`config.mk`:
```
export PLATFORM = sky130hd
export DESIGN_NAME = tmm_div
export DESIGN_NICKNAME = d
export VERILOG_FILES = /design/src/design/tmm_pkg.sv /design/src/design/tmm_div.sv
export SDC_FILE = /design/constraint.sdc
export NUM_CORES = 1
export LEC_CHECK = 0
export BUFFER_PORTS_ARGS = -buffer_cell sky130_fd_sc_hd__buf_2
export CORE_UTILIZATION = 58
export CTS_CLUSTER_SIZE = 24
export DETAILED_ROUTE_END_ITERATION = 8
export GPL_ROUTABILITY_DRIVEN = 0
export PLACE_DENSITY_LB_ADDON = 0.1
export SLEW_MARGIN = 30
export SYNTH_ARGS = -nofsm -noshare
export SYNTH_HDL_FRONTEND = slang
export SYNTH_SLANG_ARGS = --single-unit
```
`constraint.sdc`:
```
create_clock -name clk -period 4.5 [get_ports clk]
set_input_delay 0.9 -clock clk [delete_from_list [all_inputs] [get_ports clk]]
set_output_delay 0.9 -clock clk [all_outputs]
set_load 0.03 [all_outputs]
```
`src/design/tmm_pkg.sv`:
```
// Shared types and constants for the tiled matrix multiply block.
`default_nettype none

package tmm_pkg;

    // Field widths of the stream words
    localparam int FUNC_W   = 2;
    localparam int POS_W    = 6;
    localparam int VAL_W    = 16;
    localparam int TNUM_W   = 12;
    localparam int PROD_W   = 38;
    localparam int S_DATA_W = 40;
    localparam int M_DATA_W = 56;

    // Shared divider width (covers the tile number and the tiles-per-side numerator)
    localparam int DIV_W = 12;

    // Saturation bound of a product is +/- 2^36
    localparam int PROD_SAT_SHIFT = 36;

    // Register widths
    localparam int MSIZE_W = 7;
    localparam int TSIZE_W = 4;

    // Register index, taken from paddr[2]
    localparam logic REG_MATRIX_SIZE = 1'b0;
    localparam logic REG_TILE_SIZE   = 1'b1;

    // Item kinds carried in s_tuser
    typedef enum logic [FUNC_W-1:0] {
        FUNC_LOAD_A  = 2'd0,
        FUNC_LOAD_B  = 2'd1,
        FUNC_COMPUTE = 2'd2
    } func_t;

    // Divider request and response
    typedef struct packed {
        logic             start;
        logic [DIV_W-1:0] dividend;
        logic [DIV_W-1:0] divisor;
    } div_req_t;

    typedef struct packed {
        logic             done;
        logic [DIV_W-1:0] quotient;
        logic [DIV_W-1:0] remainder;
    } div_rsp_t;

    // Multiply-accumulate control
    typedef struct packed {
        logic clear;
        logic in_valid;
    } mac_ctl_t;

endpackage

`default_nettype wire

```
`src/design/tmm_div.sv`:
```
// Restoring divider, one quotient bit per cycle.
`default_nettype none

module tmm_div
    import tmm_pkg::*;
(
    input  wire logic     clk,
    input  wire logic     rst_n,
    input  wire div_req_t req,
    output div_rsp_t      rsp
);

    localparam int CW = $clog2(DIV_W);

    logic          busy_reg;
    logic          done_reg;
    logic [CW-1:0] cnt_reg;
    logic [DIV_W-1:0] rem_reg;
    logic [DIV_W-1:0] quo_reg;
    logic [DIV_W-1:0] dsr_reg;

    logic [DIV_W:0] shifted;
    logic [DIV_W:0] diff;
    logic           ge;

    // trial subtract of the divisor
    always_comb
    begin
        shifted = {rem_reg, quo_reg[DIV_W-1]};
        ge      = shifted >= {1'b0, dsr_reg};
        diff    = shifted - {1'b0, dsr_reg};
    end

    // step control
    always_ff @(posedge clk or negedge rst_n)
    begin
        if (!rst_n)
        begin
            busy_reg <= 1'b0;
            done_reg <= 1'b0;
            cnt_reg  <= '0;
        end
        else
        begin
            done_reg <= 1'b0;
            if (req.start)
            begin
                busy_reg <= 1'b1;
                cnt_reg  <= '0;
            end
            else if (busy_reg)
            begin
                cnt_reg <= cnt_reg + 1'b1;
                if (cnt_reg == CW'(DIV_W - 1))
                begin
                    busy_reg <= 1'b0;
                    done_reg <= 1'b1;
                end
            end
        end
    end

    // partial remainder and quotient
    always_ff @(posedge clk)
    begin
        if (req.start)
        begin
            rem_reg <= '0;
            quo_reg <= req.dividend;
            dsr_reg <= req.divisor;
        end
        else if (busy_reg)
        begin
            rem_reg <= ge ? diff[DIV_W-1:0] : shifted[DIV_W-1:0];
            quo_reg <= {quo_reg[DIV_W-2:0], ge};
        end
    end

    assign rsp.done      = done_reg;
    assign rsp.quotient  = quo_reg;
    assign rsp.remainder = rem_reg;

endmodule

`default_nettype wire

```
==> out/results.txt, run 1 <==
Setup Viol. Count Final = 0
Sink Count = 42
Synth unique cells = 56
DR top layer = met4
Layout Nets = 307
Post-Syn Instances = 219
Via density = 5.75
I/O pin count = 52
DP HPWL = 3.27 mm
Largest net degree at the start of global routing = 48
Leak Pwr = 1.24 nW
Final setup TNS = 0 ns
Wire length on met3 = 206 um
All-layer global routing usage = 22.4%
Arrival time of the worst setup path = 2.44 ns
Area post-placement = 0.00264 mm^2
Slew HR = 38.5%
R2R Path End = rem_reg[1]
Number of setup buffers added after CTS = 0
CTS tree = done
Overall power = 1.45 mW
Power Dens Cells = 532 mW/mm^2
Antenna cells = 0
Final Cell Area = 0.00273 mm^2
Setup slack after layout = 2.24 ns
IO buf count = 51
Fin Hold WS = 0.403 ns
Post-cts hold buffer count = 0
Area growth syn-to-layout = 14.1%
RSZ-0062 raised after global routing = no
Met2 WL = 2.11 mm
Initial DRC count = 92
Storage element area = 0.00111 mm^2
Async SR Flop Fraction = 14.3%
Worst min path class = input pin to async pin
Die height = 66.2 um
Max rail drop VDD = 0.356 mV
DR vias = 1812
Multi-input logic area = 0.00116 mm^2
Reg2Reg Setup Slack = 2.24 ns
Register area share after synthesis = 46.5%
Worst skew pair latency = 0.29 ns
Area of the core = 0.00380 mm^2
Post-Syn Nets = 260
First-pass GRT wire length = 7.29 mm
CTS clock-pin slew for the worst setup and hold paths = 0.08 ns
Crit path kind = flip-flop to flip-flop
Initial Util = 62.9%
R2R cell count = 8
Initial antenna violation count = 0
Post-cts sizing count = 0
Clk buf depth = 2
WL met1 = 2.14 mm
TritonRoute pass-1 iters = 4
FMAX = 442 MHz
Die X = 66.2 um
Synthesis Warnings = 0
Max_cap viols = 0
Worst Setup EP = rem_reg[1]
Final min period = 2.26 ns
Aggregate global routing overflow = 0
Final ANT Viol Nets = 0
Clock root buffer = clkbuf_8
CTS Buf Count = 5
Crit path from = dsr_reg[9]
Startpoint class of the critical path = flip-flop
Max H-tree Level = 2
Max-slew violation count = 0
R2r startpoint = dsr_reg[9]
Final hold vios = 0
Syn avg cell area = 10.9 um^2
Vias in the first global route = 1680
Final wirelength = 4.50 mm
DRC Markers = 0
Tcrit/Tclk final = 50.3%
CP Max Fanout = 12
Cell area after synthesis = 0.00239 mm^2
Die ar. = 0.00438 mm^2
Worst slew pin tran = 0.922 ns
Dpl ws = 2.12 ns
Row count = 22
Worst setup EP type = flip-flop
Status = finished, final reports clean
Share of layout cells above drive strength 1 = 31.1%
EDFF count, synth = 24
Fillers = 293
Post-synth top flop = edfxtp_1
Routed len/inst = 14.3 um
#FFs+latches synth = 42
Skew final = 0.00783 ns
CP required = 4.67 ns
placed cells by master (no fill, tap or decap), drive strengths merged, types with 3 or more instances in the layout:
cell,netlist,final
buf,6,51
edfxtp,24,24
nor2,20,20
inv,14,14
ha,13,13
mux2,13,13
dfxtp,12,12
nand2,11,11
a211oi,8,8
mux2i,7,7
a21oi,7,7
xnor2,6,6
nor3,6,6
clkbuf,5,6
dfrtp,6,6
o21ai,5,5
nand2b,5,5
a21o,4,4
xor2,4,4
nor3b,3,3
nand4,3,3
nand3,3,3
nor2b,3,3
cells by family after synthesis:
| family | count (synthesis) | share of synthesized area (%) |
|---|---|---|
| AO/OA/AOI/OAI | 42 | 13.7 |
| XOR/XNOR | 10 | 3.66 |
| adder cells (fa/ha/maj) | 14 | 7.64 |
| buffers and inverters | 25 | 4.92 |
| flip-flops | 42 | 46.5 |
| multiplexers | 20 | 9.21 |
| AND/OR/NAND/NOR | 66 | 14.4 |
layer usage:
layer,up-vias,track usage [%]
li1,897,-
met4,0,6.65
met5,-,0
met3,5,6.38
met1,860,28.0
met2,50,37.2
final cells by class:
type | instances | area share (%)
sequential | 42 | 40.8
clock inverter | 2 | 0.504
inverter | 14 | 1.93
multi-input combinational | 152 | 42.6
clock buffer | 6 | 2.66
tap | 48 | 2.20
timing repair buffer | 51 | 9.35
worst max-delay path, stage by stage (launching register included):
cell	delay, ns
edfxtp_1	0.34
inv_1	0.05
ha_1	0.42
and3_2	0.25
a22oi_2	0.07
a21oi_1	0.19
nand2b_2	0.36
nor3_1	0.08
or3_1	0.38
report_power, final:
part | switching (mW) | internal, mW
registers | 0.0558 | 0.476
logic | 0.401 | 0.280
clock network | 0.129 | 0.109
cells in the mapped netlist, drive strengths merged (3+ instances only):
cell type | count | share of area, %
mux2 | 13 | 6.3
xnor2 | 6 | 2.2
a211oi | 8 | 3.1
buf | 6 | 1.9
nand4 | 3 | 0.79
nor2 | 20 | 3.1
a21oi | 7 | 1.6
nand2 | 11 | 1.7
nor3b | 3 | 0.94
a21o | 4 | 1.3
inv | 14 | 2.2
nand3 | 3 | 0.63
dfxtp | 12 | 10
nand2b | 5 | 1.4
edfxtp | 24 | 30
ha | 13 | 6.8
mux2i | 7 | 2.9
o21ai | 5 | 1.0
nor2b | 3 | 0.79
dfrtp | 6 | 6.3
xor2 | 4 | 1.5
clkbuf | 5 | 0.79
nor3 | 6 | 1.3
metrics by stage:
| stage | std cells | util (%) |
|---|---|---|
| 2_1_floorplan | 219 | - |
| 3_3_place_gp | 307 | 69.5 |
| 3_5_place_dp | 307 | 69.5 |
| 4_1_cts | 315 | 71.8 |
| 5_1_grt | 315 | 71.8 |
| 6_report | 315 | 71.8 |
worst min path at each step:
stage	to	slack [ns]	depth (start not counted)
CTS	cnt_reg[1]	0.40	1
global route	cnt_reg[1]	0.40	1
global placement	rem_reg[11]	0.50	2
floorplan	cnt_reg[3]	0.50	2
detailed placement	rem_reg[11]	0.51	2
finish	cnt_reg[0]	0.40	1
Power figures use the tool's default switching activity.
==> inputs of run 2 (changes only) <==
CORE_UTILIZATION = 49   (was 58)
clock period = 1.9 ns   (was 4.5 ns; I/O delays follow)
==> run 2 against run 1 <==
Compared with the run above: clock skew up 0.0031 ns; register-to-register slack worse by 2.4 ns; the run now ends with setup timing left; critical path type unchanged; fmax up 7.2%; critical endpoint is now rem_reg[0].
==> out/results.txt, run 2 (synthesis gave the netlist of run 1 again) <==
Tcrit/Tclk final = 111% (+61 points)
Overall power = 4.42 mW (+200%)
Gate power share = 55.9% (+8.9 points)
I/O pin count = 52 (unchanged)
Die height = 71.9 um (+8.5%)
Initial Util = 50.6% (-12 points)
Share of layout cells above drive strength 1 = 52.0% (+21 points)
Worst setup EP type = flip-flop
Most common cell after layout, fill and taps aside = buf_2
Cell Chain, Critical Path = inv_2, ha_4, a21o_1, a22oi_2, a21oi_2, and2b_4, mux2_4, a211oi_2
Worst skew pair latency = 0.30 ns (about the same)
Layout Nets = 359 (+17%)
Final ANT Viol Nets = 0 (unchanged)
Worst min path class = input pin to flip-flop
DR vias = 1989 (+9.8%)
Final wirelength = 5.40 mm (+20%)
Fin Hold WS = 0.248 ns (-0.155 ns)
First-pass GRT wire length = 8.80 mm (+21%)
Slew HR = 68.3% (+30 points)
Vias in the first global route = 1985 (+18%)
Arrival time of the worst setup path = 2.33 ns (-0.11 ns)
Max-slew violation count = 0 (unchanged)
Routed len/inst = 14.0 um (-2.1%)
Initial DRC count = 125 (+36%)
All-layer global routing usage = 22.0% (-0.36 points)
CTS Buf Count = 5 (unchanged)
Die ar. = 0.00516 mm^2 (+18%)
CP required = 2.12 ns (-2.55 ns)
Dpl ws = -0.266 ns (-2.38 ns)
IO buf count = 51 (unchanged)
CP max-delay cell = edfxtp_1
CTS tree = done
Slowest stage delay, CP = 0.39 ns (-0.03 ns)
Storage element area = 0.00112 mm^2 (+1.0%)
Fillers = 354 (+21%)
Most frequent cells in the layout = 51 x buf_2, 47 x buf_4, 24 x edfxtp_1
Skew final = 0.0110 ns (+0.00313 ns)
Reg2Reg Setup Slack = -0.21 ns (-2.45 ns)
Area of the core = 0.00472 mm^2 (+24%)
Crit path kind = flip-flop to flip-flop
Clock power frac = 15.9% (-0.5 points)
Max H-tree Level = 2 (unchanged)
DRC Markers = 0 (unchanged)
Final hold vios = 0 (unchanged)
Antenna cells = 0 (unchanged)
Aggregate global routing overflow = 0 (unchanged)
Seq pwr share = 28.3% (-8.3 points)
Internal power = 2.77 mW (+220%)
Status = finished, violations left
CTS clock-pin slew for the worst setup and hold paths = 0.08 ns (about the same)
Final Core Density = 72.5% (+0.69 points)
Area post-placement = 0.00305 mm^2 (+16%)
Via density = 5.15 (-10%)
RSZ-0062 raised after global routing = yes
Area growth syn-to-layout = 43.3%
DP HPWL = 3.92 mm (+20%)
Multi-input logic area = 0.00138 mm^2 (+18%)
Die X = 71.9 um (+8.5%)
CP Max Fanout = 7 (-5)
Final min period = 2.11 ns (-0.152 ns)
Setup slack after layout = -0.211 ns (-2.45 ns)
FMAX = 474 MHz (+7.2%)
Setup Viol. Count Final = 13 (+13)
Power Dens Cells = 1290 mW/mm^2 (+140%)
TritonRoute pass-1 iters = 4 (unchanged)
Max_cap viols = 0 (unchanged)
Largest net degree at the start of global routing = 19 (-60%)
Row count = 25 (+14%)
Leak Pwr = 1.53 nW (+23%)
Sw frac = 37.3% (-3.0 points)
Initial antenna violation count = 0 (unchanged)
Clock root buffer = clkbuf_8
Startpoint class of the critical path = flip-flop
Psw = 1.65 mW (+180%)
Failing checks = setup timing
Final Cell Area = 0.00343 mm^2 (+26%)
Max rail drop VDD = 0.700 mV (+97%)
Worst slew pin tran = 0.476 ns (-0.446 ns)
Clk buf depth = 2 (unchanged)
Sink Count = 42 (unchanged)
## run 2: cell count changes in the layout (fill, tap and decap cells not counted), moves of 4 or more
| cell | change |
|---|---|
| buf_4 | +47 |
| dfxtp_1 | -6 |
| dfxtp_2 | +4 |
| ha_1 | -9 |
| ha_4 | +8 |
| inv_1 | -6 |
| inv_2 | +6 |
## run 2: per-layer routing
metal / vias to the layer above / GRT usage [%] / part of all wire (%)
li1: 995 / - / -
met1: 935 / 28.9 / 46
met2: 54 / 36.4 / 50
met3: 5 / 4.78 / 3.8
met4: 0 / 6.97 / 0.85
met5: - / 0 / 0
## run 2: per-stage QoR
stage	setup TNS (ns)	cells
floorplan	-1.44	219
global placement	-1.87	369
detailed placement	-2.39	369
CTS	-1.29	385
global route	-2.92	386
finish	-1.91	386
## run 2: area by class of cell
| type | count | area share, % |
|---|---|---|
| multi-input cells | 152 | 40.1 |
| flip-flops and latches | 42 | 32.8 |
| repair buffers | 103 | 19.9 |
| well taps | 67 | 2.45 |
| clock buffers | 6 | 2.12 |
| inverters | 14 | 1.53 |
| clock inverters | 2 | 1.10 |
## run 2: worst paths after layout
check,from,endpoint,depth (start not counted)
worst min register to register,rem_reg[11],rem_reg[11],2
worst max register to register,dsr_reg[6],rem_reg[0],8
worst min-delay path,req[3],dsr_reg[3],1
max in group asynchronous,rst_n,cnt_reg[0],2
min in group asynchronous,rst_n,cnt_reg[3],2
worst max-delay path,dsr_reg[6],rem_reg[0],8
## run 2: what timing repair did
| item | in CTS | in global routing |
|---|---|---|
| setup endpoints to repair | 13 | 13 |
| endpoints found under the hold margin | 6 | 0 |
| resized for setup | 23 | 9 |
| hold buffers | 1 | 0 |
| setup buffers | 7 | 1 |
| pin swaps | 19 | 1 |
## run 2: critical path: cells and delay by family, from the launching register on
family | cells | cell delay [ns]
AO/OA/AOI/OAI | 4 | 0.75
flip-flops | 1 | 0.39
multiplexers | 1 | 0.31
AND/OR/NAND/NOR | 1 | 0.30
adder cells (fa/ha/maj) | 1 | 0.21
buffers and inverters | 1 | 0.08
## run 2: power by group through the flow
| stage | Sequential, mW | Clock, mW | Combinational [mW] |
|---|---|---|---|
| floorplan | 1.51 | 0 | 1.08 |
| global placement | 1.24 | 0 | 2.07 |
| finish | 1.25 | 0.702 | 2.47 |
| CTS | 1.25 | 0.722 | 2.40 |
| detailed placement | 1.25 | 0 | 2.09 |
| global route | 1.27 | 0.754 | 2.66 |
